--- config.mk ---
export PLATFORM = sky130hd
export DESIGN_NAME = c_string_escape_decoder
export DESIGN_NICKNAME = d
export VERILOG_FILES = /design/src/design/cesd_pkg.sv /design/src/design/c_string_escape_decoder.sv /design/src/design/cesd_decode.sv /design/src/design/cesd_result_fifo.sv
export VERILOG_INCLUDE_DIRS = /design/src /design/src/design
export SDC_FILE = /design/constraint.sdc
export NUM_CORES = 1
export LEC_CHECK = 0
export CAP_MARGIN = 5
export CORE_MARGIN = 5
export CORE_UTILIZATION = 63
export DETAILED_ROUTE_END_ITERATION = 8
export DONT_BUFFER_PORTS = 1
export PLACE_DENSITY_LB_ADDON = 0.2
export SKIP_LAST_GASP = 1
export SLEW_MARGIN = 20
export SYNTH_ARGS = -nofsm -noshare
export SYNTH_HDL_FRONTEND = slang
export SYNTH_HIERARCHICAL = 1
export SYNTH_SLANG_ARGS = --single-unit
--- constraint.sdc ---
create_clock -name clk -period 9.2 [get_ports clk]
set_input_delay 0.92 -clock clk [delete_from_list [all_inputs] [get_ports clk]]
set_output_delay 0.92 -clock clk [all_outputs]
set_load 0.01 [all_outputs]
--- src/design/c_string_escape_decoder_defines.svh ---
// assertion macros for the c string escape decoder
`ifndef C_STRING_ESCAPE_DECODER_DEFINES_SVH
`define C_STRING_ESCAPE_DECODER_DEFINES_SVH
`ifndef SYNTHESIS
`define CESD_ASSERT_IMPL(label, ante, cons) \
    label: assert property (@(posedge clk) disable iff (!rst_n) (ante) |-> (cons)) \
        else $error("cesd same-cycle check failed");
`define CESD_ASSERT_NEXT(label, ante, cons) \
    label: assert property (@(posedge clk) disable iff (!rst_n) (ante) |=> (cons)) \
        else $error("cesd next-cycle check failed");
`else
`define CESD_ASSERT_IMPL(label, ante, cons)
`define CESD_ASSERT_NEXT(label, ante, cons)
`endif
`endif

--- src/design/cesd_pkg.sv ---
// shared types and constants of the c string escape decoder
`timescale 1ns / 1ps

package cesd_pkg;

    localparam int RES_FIFO_DEPTH = 4;

    localparam logic [7:0] CH_NUL    = 8'h00;
    localparam logic [7:0] CH_LF     = 8'h0a;
    localparam logic [7:0] CH_CR     = 8'h0d;
    localparam logic [7:0] CH_QUOTE  = 8'h22;
    localparam logic [7:0] CH_DASH   = 8'h2d;
    localparam logic [7:0] CH_USCORE = 8'h5f;
    localparam logic [7:0] CH_BSLASH = 8'h5c;
    localparam logic [7:0] CH_X      = 8'h78;
    localparam logic [7:0] CH_DEL    = 8'h7f;

    typedef enum logic [1:0] {
        MODE_ESCAPED   = 2'd0,
        MODE_RAW       = 2'd1,
        MODE_IDENT_REQ = 2'd2,
        MODE_IDENT_OPT = 2'd3
    } smode_t;

    typedef enum logic [2:0] {
        DM_PLAIN     = 3'd0,
        DM_BACKSLASH = 3'd1,
        DM_HEX_START = 3'd2,
        DM_HEX       = 3'd3,
        DM_OCTAL     = 3'd4
    } dmode_t;

    typedef struct packed {
        dmode_t     dmode;
        logic [7:0] accum;
        logic       seen;
    } state_t;

    typedef struct packed {
        logic [7:0] out_char;
        logic       is_end;
        logic       ctrl_warning;
        logic       unterminated;
        logic       empty_error;
        logic       last;
    } result_t;

    typedef struct packed {
        result_t    r0;
        result_t    r1;
        logic [1:0] n;
    } step_t;

endpackage

--- src/design/c_string_escape_decoder.sv ---
// top level of the c string escape decoder
`timescale 1ns / 1ps
`include "c_string_escape_decoder_defines.svh"

// usage
// - input channel in_valid/in_ready/in_byte carries one raw body byte per transfer
// - output channel out_valid/out_ready carries one result item per transfer:
//   out_char, is_end, ctrl_warning, unterminated, empty_error, last
// - each input byte yields zero, one or two result items; last marks the final one
// - string_mode is written through the apb port at address 0; a write also clears
//   the escape state; the user must write only while the block is idle, the block does not check
// - a result is registered in the result queue at its input transfer and shows on out_valid
// - throughput: one input byte per cycle while in_ready is high; the decoder state is a small
//   register updated from each byte (mode, shift-add escape accumulator)
// - the result queue holds DEPTH items; input is taken while two slots are free,
//   so a byte is taken while earlier results still wait on the output
// - output stall: the queue fills and in_ready drops; nothing is lost
// - reset: queue empty, string_mode escaped, decoder in plain state
module c_string_escape_decoder #(
    parameter int DEPTH = cesd_pkg::RES_FIFO_DEPTH
) (
    input  logic        clk,
    input  logic        rst_n,
    // configuration
    input  logic        psel,
    input  logic        penable,
    input  logic        pwrite,
    input  logic [1:0]  paddr,
    input  logic [31:0] pwdata,
    output logic [31:0] prdata,
    output logic        pready,
    // input bytes
    input  logic        in_valid,
    output logic        in_ready,
    input  logic [7:0]  in_byte,
    // result items
    output logic        out_valid,
    input  logic        out_ready,
    output logic [7:0]  out_char,
    output logic        is_end,
    output logic        ctrl_warning,
    output logic        unterminated,
    output logic        empty_error,
    output logic        last
);

    cesd_pkg::smode_t  mode_reg, mode_next;
    cesd_pkg::state_t  state_reg, state_next, dec_nxt;
    cesd_pkg::step_t   step;
    cesd_pkg::result_t head;
    logic              cfg_wr;
    logic              in_fire;
    logic              room2;
    logic [1:0]        wr_cnt;
    logic [$clog2(DEPTH+1)-1:0] fifo_count;

    // single register; every address maps onto string_mode
    assign pready = 1'b1;
    assign cfg_wr = psel && penable && pwrite && pready;
    assign prdata = {30'd0, mode_reg};

    assign in_ready = room2;
    assign in_fire  = in_valid && in_ready;

    cesd_decode u_decode (
        .string_mode (mode_reg),
        .cur         (state_reg),
        .in_byte     (in_byte),
        .nxt         (dec_nxt),
        .step        (step)
    );

    // a configuration write wins over a byte's state update in the same cycle
    always_comb
    begin
        mode_next  = mode_reg;
        state_next = state_reg;
        if (cfg_wr)
        begin
            mode_next  = cesd_pkg::smode_t'(pwdata[1:0]);
            state_next = '0;
        end
        else if (in_fire)
        begin
            state_next = dec_nxt;
        end
    end

    always_ff @(posedge clk or negedge rst_n)
    begin
        if (!rst_n)
        begin
            mode_reg  <= cesd_pkg::MODE_ESCAPED;
            state_reg <= '0;
        end
        else
        begin
            mode_reg  <= mode_next;
            state_reg <= state_next;
        end
    end

    assign wr_cnt = in_fire ? step.n : 2'd0;

    // result register stage: queue of finished items
    cesd_result_fifo #(
        .DEPTH (DEPTH)
    ) u_fifo (
        .clk      (clk),
        .rst_n    (rst_n),
        .wr_cnt   (wr_cnt),
        .wr_data0 (step.r0),
        .wr_data1 (step.r1),
        .rd_en    (out_ready),
        .rd_data  (head),
        .rd_valid (out_valid),
        .room2    (room2),
        .count    (fifo_count)
    );

    assign out_char     = head.out_char;
    assign is_end       = head.is_end;
    assign ctrl_warning = head.ctrl_warning;
    assign unterminated = head.unterminated;
    assign empty_error  = head.empty_error;
    assign last         = head.last;

    // queue never holds more than its depth
    `CESD_ASSERT_IMPL(a_count_bound, 1'b1, fifo_count <= DEPTH)
    // an end item at the front of a byte's results is its only result
    `CESD_ASSERT_IMPL(a_end_alone, in_fire && step.r0.is_end, step.n == 2'd1)
    // a register write leaves the decoder in clean plain state
    `CESD_ASSERT_NEXT(a_cfg_clear, cfg_wr, state_reg == '0)

endmodule

--- src/design/cesd_decode.sv ---
// per-byte decode: next decoder state and up to two result items
`timescale 1ns / 1ps

module cesd_decode (
    input  cesd_pkg::smode_t string_mode,
    input  cesd_pkg::state_t cur,
    input  logic [7:0]       in_byte,
    output cesd_pkg::state_t nxt,
    output cesd_pkg::step_t  step
);

    function automatic logic [7:0] esc_char(input logic [7:0] b);
        logic [7:0] c;
        begin
            case (b)
                8'h61:   c = 8'd7;
                8'h62:   c = 8'd8;
                8'h66:   c = 8'd12;
                8'h6e:   c = 8'd10;
                8'h72:   c = 8'd13;
                8'h74:   c = 8'd9;
                8'h76:   c = 8'd11;
                default: c = b;
            endcase
            return c;
        end
    endfunction

    logic       is_term;
    logic       is_quote;
    logic       is_ctrl;
    logic       is_bs;
    logic       is_dig;
    logic       is_lc_hex;
    logic       is_uc_hex;
    logic       hex_ok;
    logic [3:0] hex_val;
    logic       oct_ok;
    logic       is_ident;

    assign is_term   = (in_byte == cesd_pkg::CH_NUL) || (in_byte == cesd_pkg::CH_LF)
                    || (in_byte == cesd_pkg::CH_CR);
    assign is_quote  = (in_byte == cesd_pkg::CH_QUOTE);
    assign is_ctrl   = (in_byte < 8'h20) || (in_byte == cesd_pkg::CH_DEL);
    assign is_bs     = (in_byte == cesd_pkg::CH_BSLASH);
    assign is_dig    = (in_byte >= 8'h30) && (in_byte <= 8'h39);
    assign is_lc_hex = (in_byte >= 8'h61) && (in_byte <= 8'h66);
    assign is_uc_hex = (in_byte >= 8'h41) && (in_byte <= 8'h46);
    assign hex_ok    = is_dig || is_lc_hex || is_uc_hex;
    // letters a-f and A-F share the low nibble pattern 1..6
    assign hex_val   = is_dig ? in_byte[3:0] : (in_byte[3:0] + 4'd9);
    assign oct_ok    = (in_byte[7:3] == 5'b00110);
    assign is_ident  = is_dig || ((in_byte >= 8'h61) && (in_byte <= 8'h7a))
                    || ((in_byte >= 8'h41) && (in_byte <= 8'h5a))
                    || (in_byte == cesd_pkg::CH_USCORE) || (in_byte == cesd_pkg::CH_DASH);

    // pending escape flushed by this byte, and whether the byte then runs as plain text
    logic              pre_valid;
    logic [7:0]        pre_char;
    logic              run_plain;
    logic              p_valid;
    logic              p_finish;
    logic              p_bs;
    cesd_pkg::result_t p_res;

    always_comb
    begin
        pre_valid = 1'b0;
        pre_char  = cur.accum;
        run_plain = 1'b0;
        if (string_mode == cesd_pkg::MODE_ESCAPED)
        begin
            case (cur.dmode)
                cesd_pkg::DM_BACKSLASH: run_plain = 1'b0;
                cesd_pkg::DM_HEX_START:
                begin
                    pre_valid = !hex_ok;
                    pre_char  = cesd_pkg::CH_X;
                    run_plain = !hex_ok;
                end
                cesd_pkg::DM_HEX:
                begin
                    pre_valid = !hex_ok;
                    run_plain = !hex_ok;
                end
                cesd_pkg::DM_OCTAL:
                begin
                    pre_valid = !oct_ok;
                    run_plain = !oct_ok;
                end
                default: run_plain = 1'b1;
            endcase
        end
    end

    // plain-state handling of an escaped-mode byte
    always_comb
    begin
        p_res          = '0;
        p_valid        = run_plain && !is_bs;
        p_finish       = run_plain && (is_quote || is_term);
        p_bs           = run_plain && is_bs;
        p_res.out_char = in_byte;
        if (is_quote || is_term)
        begin
            p_res.out_char     = 8'd0;
            p_res.is_end       = 1'b1;
            p_res.unterminated = !is_quote;
        end
        else
        begin
            p_res.ctrl_warning = is_ctrl;
        end
    end

    // next decoder state
    always_comb
    begin
        nxt = cur;
        case (string_mode)
            cesd_pkg::MODE_RAW:
            begin
                if (is_term)
                    nxt = '0;
                else
                    nxt.seen = 1'b1;
            end
            cesd_pkg::MODE_IDENT_REQ, cesd_pkg::MODE_IDENT_OPT:
            begin
                if (is_ident)
                    nxt.seen = 1'b1;
                else
                    nxt = '0;
            end
            default:
            begin
                case (cur.dmode)
                    cesd_pkg::DM_BACKSLASH:
                    begin
                        nxt.dmode = cesd_pkg::DM_PLAIN;
                        if (in_byte == cesd_pkg::CH_NUL)
                            nxt = '0;
                        else if (in_byte == cesd_pkg::CH_X)
                            nxt.dmode = cesd_pkg::DM_HEX_START;
                        else if (oct_ok)
                        begin
                            nxt.dmode = cesd_pkg::DM_OCTAL;
                            nxt.accum = {5'd0, in_byte[2:0]};
                        end
                        else
                            nxt.seen = 1'b1;
                    end
                    cesd_pkg::DM_HEX_START:
                    begin
                        if (hex_ok)
                        begin
                            nxt.dmode = cesd_pkg::DM_HEX;
                            nxt.accum = {4'd0, hex_val};
                        end
                    end
                    cesd_pkg::DM_HEX:
                    begin
                        if (hex_ok)
                            nxt.accum = {cur.accum[3:0], hex_val};
                        else
                            nxt.accum = 8'd0;
                    end
                    cesd_pkg::DM_OCTAL:
                    begin
                        if (oct_ok)
                            nxt.accum = {cur.accum[4:0], in_byte[2:0]};
                        else
                            nxt.accum = 8'd0;
                    end
                    default: nxt.dmode = cesd_pkg::DM_PLAIN;
                endcase
                if (run_plain)
                begin
                    nxt.dmode = p_bs ? cesd_pkg::DM_BACKSLASH : cesd_pkg::DM_PLAIN;
                    if (pre_valid || (p_valid && !p_finish))
                        nxt.seen = 1'b1;
                    if (p_finish)
                        nxt = '0;
                end
            end
        endcase
    end

    // result items
    always_comb
    begin
        step = '0;
        case (string_mode)
            cesd_pkg::MODE_RAW:
            begin
                step.n           = 2'd1;
                step.r0.out_char = is_term ? 8'd0 : in_byte;
                step.r0.is_end   = is_term;
            end
            cesd_pkg::MODE_IDENT_REQ, cesd_pkg::MODE_IDENT_OPT:
            begin
                step.n           = 2'd1;
                step.r0.out_char = is_ident ? in_byte : 8'd0;
                step.r0.is_end   = !is_ident;
                step.r0.empty_error = !is_ident && !cur.seen
                                   && (string_mode == cesd_pkg::MODE_IDENT_REQ);
            end
            default:
            begin
                if (cur.dmode == cesd_pkg::DM_BACKSLASH)
                begin
                    if (in_byte == cesd_pkg::CH_NUL)
                    begin
                        step.n               = 2'd1;
                        step.r0.is_end       = 1'b1;
                        step.r0.unterminated = 1'b1;
                    end
                    else if ((in_byte != cesd_pkg::CH_X) && !oct_ok)
                    begin
                        step.n           = 2'd1;
                        step.r0.out_char = esc_char(in_byte);
                    end
                end
                else if (pre_valid)
                begin
                    step.r0.out_char = pre_char;
                    step.r1          = p_res;
                    step.n           = p_valid ? 2'd2 : 2'd1;
                end
                else if (p_valid)
                begin
                    step.r0 = p_res;
                    step.n  = 2'd1;
                end
            end
        endcase
        step.r0.last = (step.n == 2'd1);
        step.r1.last = (step.n == 2'd2);
    end

endmodule

--- src/design/cesd_result_fifo.sv ---
// result queue taking up to two items per cycle and giving one
`timescale 1ns / 1ps

module cesd_result_fifo #(
    parameter int DEPTH = cesd_pkg::RES_FIFO_DEPTH
) (
    input  logic              clk,
    input  logic              rst_n,
    input  logic [1:0]        wr_cnt,
    input  cesd_pkg::result_t wr_data0,
    input  cesd_pkg::result_t wr_data1,
    input  logic              rd_en,
    output cesd_pkg::result_t rd_data,
    output logic              rd_valid,
    output logic              room2,
    output logic [$clog2(DEPTH+1)-1:0] count
);

    // depth must be a power of two of at least two so pointers wrap naturally; the block does not check this
    localparam int PTR_W = $clog2(DEPTH);
    localparam int CNT_W = $clog2(DEPTH + 1);

    cesd_pkg::result_t mem_reg [DEPTH];
    logic [PTR_W-1:0] wr_ptr_reg, wr_ptr_next;
    logic [PTR_W-1:0] rd_ptr_reg, rd_ptr_next;
    logic [CNT_W-1:0] cnt_reg, cnt_next;
    logic             pop;

    assign pop         = rd_en && rd_valid;
    assign wr_ptr_next = wr_ptr_reg + PTR_W'(wr_cnt);
    assign rd_ptr_next = rd_ptr_reg + PTR_W'(pop);
    assign cnt_next    = cnt_reg + CNT_W'(wr_cnt) - CNT_W'(pop);

    always_ff @(posedge clk or negedge rst_n)
    begin
        if (!rst_n)
        begin
            wr_ptr_reg <= '0;
            rd_ptr_reg <= '0;
            cnt_reg    <= '0;
        end
        else
        begin
            wr_ptr_reg <= wr_ptr_next;
            rd_ptr_reg <= rd_ptr_next;
            cnt_reg    <= cnt_next;
        end
    end

    always_ff @(posedge clk)
    begin
        if (wr_cnt != 2'd0)
            mem_reg[wr_ptr_reg] <= wr_data0;
        if (wr_cnt == 2'd2)
            mem_reg[wr_ptr_reg + PTR_W'(1)] <= wr_data1;
    end

    assign rd_data  = mem_reg[rd_ptr_reg];
    assign rd_valid = (cnt_reg != '0);
    assign room2    = (cnt_reg <= CNT_W'(DEPTH - 2));
    assign count    = cnt_reg;

endmodule
# Yosys cells after proc, flatten, opt, wreduce, memory -nomap -nowiden
# Memories as Yosys holds them, arrays and structs flattened.
# Cells that the tools add are included.
op_classes:
  n_lt_le_gt_ge: 10
  n_mux: 62
  eq_ne: 31
  add_sub_neg: 6
  n_reduce_logical: 45
op_table:
  columns: ["op", "n"]
  rows:
  - ["8-bit by 7-bit == test with 1-bit output, second input constant", 11]
  - ["8-bit 2-to-1 mux", 9]
  - ["12-bit 2-to-1 mux", 5]
  - ["8-bit case mux with 7 select lines", 1]
  - ["11-bit 2-to-1 mux", 4]
  - ["13-bit 2-to-1 mux", 3]
  - ["8-bit by 7-bit <= comparator with 1-bit output, second input constant", 4]
  - ["8-bit case mux with 4 select lines", 1]
  - ["9-bit 2-to-1 mux", 3]
  - ["12-bit case mux with 2 select lines", 1]
  - ["1-bit 2-to-1 mux", 19]
  - ["9-bit case mux with 2 select lines", 1]
  - ["8-bit by 4-bit == test with 1-bit output, second input constant", 2]
  - ["8-bit by 6-bit == test with 1-bit output, second input constant", 2]
  - ["8-bit by 7-bit >= comparator with 1-bit output, second input constant", 2]
  - ["1-bit logical AND", 16]
  - ["15-bit 2-to-1 mux", 1]
  - ["2-bit 2-to-1 mux", 7]
  - ["1-bit logical OR", 11]
  - ["3-bit case mux with 3 select lines", 1]
  - ["2-bit == test, second input constant", 4]
  - ["8-bit by 6-bit >= comparator with 1-bit output, second input constant", 1]
  - ["8-bit by 6-bit <= comparator with 1-bit output, second input constant", 1]
  - ["8-bit zero test", 1]
  - ["31 further kinds", 43]
totals:
  ramBits: 52
  memories: 1
  wordCells: 162
  in_bits: 49
  register_bits: 21
  out_inout_bits: 48
mem_list:
  columns: ["memory", "depth", "width", "rd", "rd_clocked_by_memory_dff", "wr", "line_no", "source"]
  rows:
  - ["u_fifo.mem_reg", 4, 13, 1, 0, 2, "cesd_result_fifo.sv:23", "cesd_pkg::result_t mem_reg [DEPTH];"]

# Longest topological paths before layout
logic_depth:
  depth_word: 17
  ltp_mapped: 17
  mapped_depth_nobuf: 16

# Modules after synthesis
# The synthesis kept the hierarchy.
by_module_without_submodules:
  columns: ["module", "n_inst", "area_per_inst_um2", "seq_area_each_um2", "cells_per_inst"]
  rows:
  - ["cesd_result_fifo", 1, 2979.1, 1736.7, 168]
  - ["cesd_decode", 1, 1451.4, 0.0, 226]
  - ["c_string_escape_decoder", 1, 975.9, 350.3, 96]

# Worst setup path after synthesis
# No wires, ideal clock.
synth_path:
  path_kind: "input port to flip-flop"
  startpoint: "input port in_byte[0]"
  endpoint: "memory u_fifo/mem_reg[0][0] in the netlist's numbering, enable pin"
  stages: 13
  path_buffers: 1
  required_ns: 8.796
  setup_time_ns: 0.404
  slack_ns: 4.396
  arrival_ns: 4.400
  cell_sequence: "inv_1 > ha_1 > or4b_4 > and4_4 > buf_6 > o32ai_4 > nor3b_2 > ha_1 > a211oi_1 > inv_1 > and3_1 > nor2_1 > o31ai_1"
synth_lines:
  columns: ["element", "line_no", "source"]
  rows:
  - ["from (decl)", "c_string_escape_decoder.sv:35", "input logic [7:0] in_byte,"]
  - ["to (decl)", "cesd_result_fifo.sv:23", null]

==> impl_metrics.ini <==
[clock_tree]
cts_resized = 0
clkLatencyLatePin_ns = 0.34
cts_buffers = 9
post_cts_buffers = 0
clock_path_buffers = 2
postCtsHoldBufs = 0
cts_tree = yes
cts-root-buf = clkbuf_8
htree_levels = 3
cts_sinks = 73
clk_pin_slew_ns = 0.09

[floorplan]
core_area_sq_mm = 0.00830
initial_core_util_pct = 65.1
die_area_sq_mm = 0.0105
rows = 33
io_pins = 97
die_h_um = 103
die_w_um = 103

[synthesis]
synth_common_cells = edfxtp_1, mux2_2, buf_4, nor2_1, dfrtp_1
synth_top_cell_by_area = edfxtp_1
synth-edff-count = 52
synth_cells = 490
ys_ff_latch = 73
synth_top_cell_area_share_pct = 28.9
ys.flop_type = edfxtp_1
synth_area_sq_mm = 0.00541
yosys_warnings = 6
yosysMostFrequentCell = edfxtp_1
synth_area_leaders = edfxtp_1, dfrtp_1, mux2_2, mux4_2, buf_4
synth.avg_cell_area_sq_um = 11.0
synthArstFlopShare_pct = 28.8
yosysSeqAreaShare_pct = 38.6
synth_cell_types = 79

[power]
sw_frac_of_total_pct = 35.9
pwr-share-seq_pct = 46.0
combPwrFrac_pct = 31.6
peakVddDrop_mv = 0.0952
leakage_nw = 2.04
switchingPower_w = 0.000377
p_clk_share_pct = 22.4
p_int_w = 0.000673
power.density_mw_per_mm2 = 194

[timing]
maxSlewHeadroom_pct = 34.9
fin_setup_tns_ns = 0
fin_crit_ns = 5.35
slew_viol_final = 0
whs_ns = 0.257
fin_crit_sh_pct = 58.2
finClkSkew_ns = 0.0110
hold_viol = 0
tightest_slew_ns = 0.972
fmax_ghz = 0.187
rsz0062_at_grt = no
setup_viol = 0

[routing]
routed_wl_um = 12200
first_pass_iters = 5
drcViolationCount = 0
avgViaCountPerCell = 6.61
ant_nets = 0
first_iter_violations = 307
wire_per_inst_um = 21.2
num_vias = 3805

[global_route]
antenna_found_initial = 0
gr-total-overflow = 0
grt_max_degree = 28
grt_usage_pct = 24.1
grt_pass1_vias = 3727
grt_pass1_wl_um = 19700

[setup_path]
arrival_ns = 5.44
crit_fanout = 13
path_class = in2reg
critPathLaunchType = input pin
worstPathRequired_ns = 9.29
critPathCaptureType = flip-flop

[place]
dp_hpwl_um = 8520
port_buffers = 0
globalplace.congestion = 0.946

[status]
status = completed

[final_layout]
syn_to_final_growth_pct = -0.0463
finalNetCount = 524
drive_gt1_share_pct = 23.8
final_util_pct = 65.1
largest_reg_flops = 52
diodes = 0

[min_path]
hp-class = in2async

[flow_run]
max_cap_violations = 0
-- cell families (layout without fill, tap and decap cells) --
kind of cell,Yosys count,after routing,share of synthesized area [%]
buf+inv,83,35,9.84
flops,73,73,38.6
xor+xnor,8,8,1.30
other cells,3,32,0.208
simple gates,124,124,13.3
fa+ha+maj,9,9,2.22
mux,69,69,17.2
compound gates,121,121,17.4
-- area by class of cell --
cell class | instances | area [sq um]
fillers | 651 | 2900
inverters | 14 | 52.6
well taps | 105 | 131
flip-flops and latches | 73 | 2090
multi-input cells | 363 | 2910
clock buffers | 9 | 124
repair buffers | 5 | 37.5
clock inverters | 7 | 60.1
-- final timing paths --
check	startpoint	to	slack [ns]	cells past startpoint
min reg2reg	u_fifo/count[2]	u_fifo/count[2]	0.60	1
max reg2reg	state_reg[9]	u_fifo/mem_reg[1][4]	4.62	10
min in group clk	u_fifo/count[2]	u_fifo/count[2]	0.60	1
min	rst_n	u_fifo/count[1]	0.26	0
max in group asynchronous	rst_n	state_reg[6]	8.85	0
max	in_byte[0]	u_fifo/mem_reg[1][4]	3.85	13
-- critical path, stage by stage --
cell	delay (ns)
inv_1	0.13
ha_1	0.36
or4b_4	0.52
and4_4	0.20
o31ai_2	0.40
nand2_1	0.33
inv_1	0.28
ha_1	0.30
a211oi_1	0.31
inv_1	0.07
and3_1	0.32
nor4b_4	0.85
mux2_2	0.43
-- stage by stage --
stage               worst slack [ns]  std cells  total power [W]  area [sq um]
finish                          3.85        576          0.00105          5400
global route                    3.57        576          0.00111          5400
CTS                             3.94        576          0.00106          5400
detailed placement              3.59        560         0.000823          5220
global placement                3.67        560         0.000808          5220
floorplan                       4.40        519         0.000775          5520
-- layout by cell type, fill, tap and decap left out, types with 11 or more instances in the layout --
cell type and n:
o21ai_0 18, a22o_1 12, nor2_1 27, mux2_2 44, nand2_1 18, conb_1 32, inv_1 14, edfxtp_1 52
mux4_2 13, and3_1 11, nand3_1 18, a21oi_1 18, dfrtp_1 21
-- per-layer routing --
metal  part of all wire, %  GRT usage, %
met2                    51          40.6
met1                    41          32.2
met4                   1.6          7.27
met3                   6.6          3.92
met5                     0             0
-- power by group through the flow --
stage               Clock, W  Combinational [W]  Sequential [W]
finish              0.000235           0.000332        0.000484
CTS                 0.000242           0.000332        0.000486
floorplan                  0           0.000332        0.000443
global route        0.000256           0.000363        0.000494
global placement           0           0.000319        0.000489
detailed placement         0           0.000330        0.000493
No activity file was read; power rests on OpenSTA's default activity.
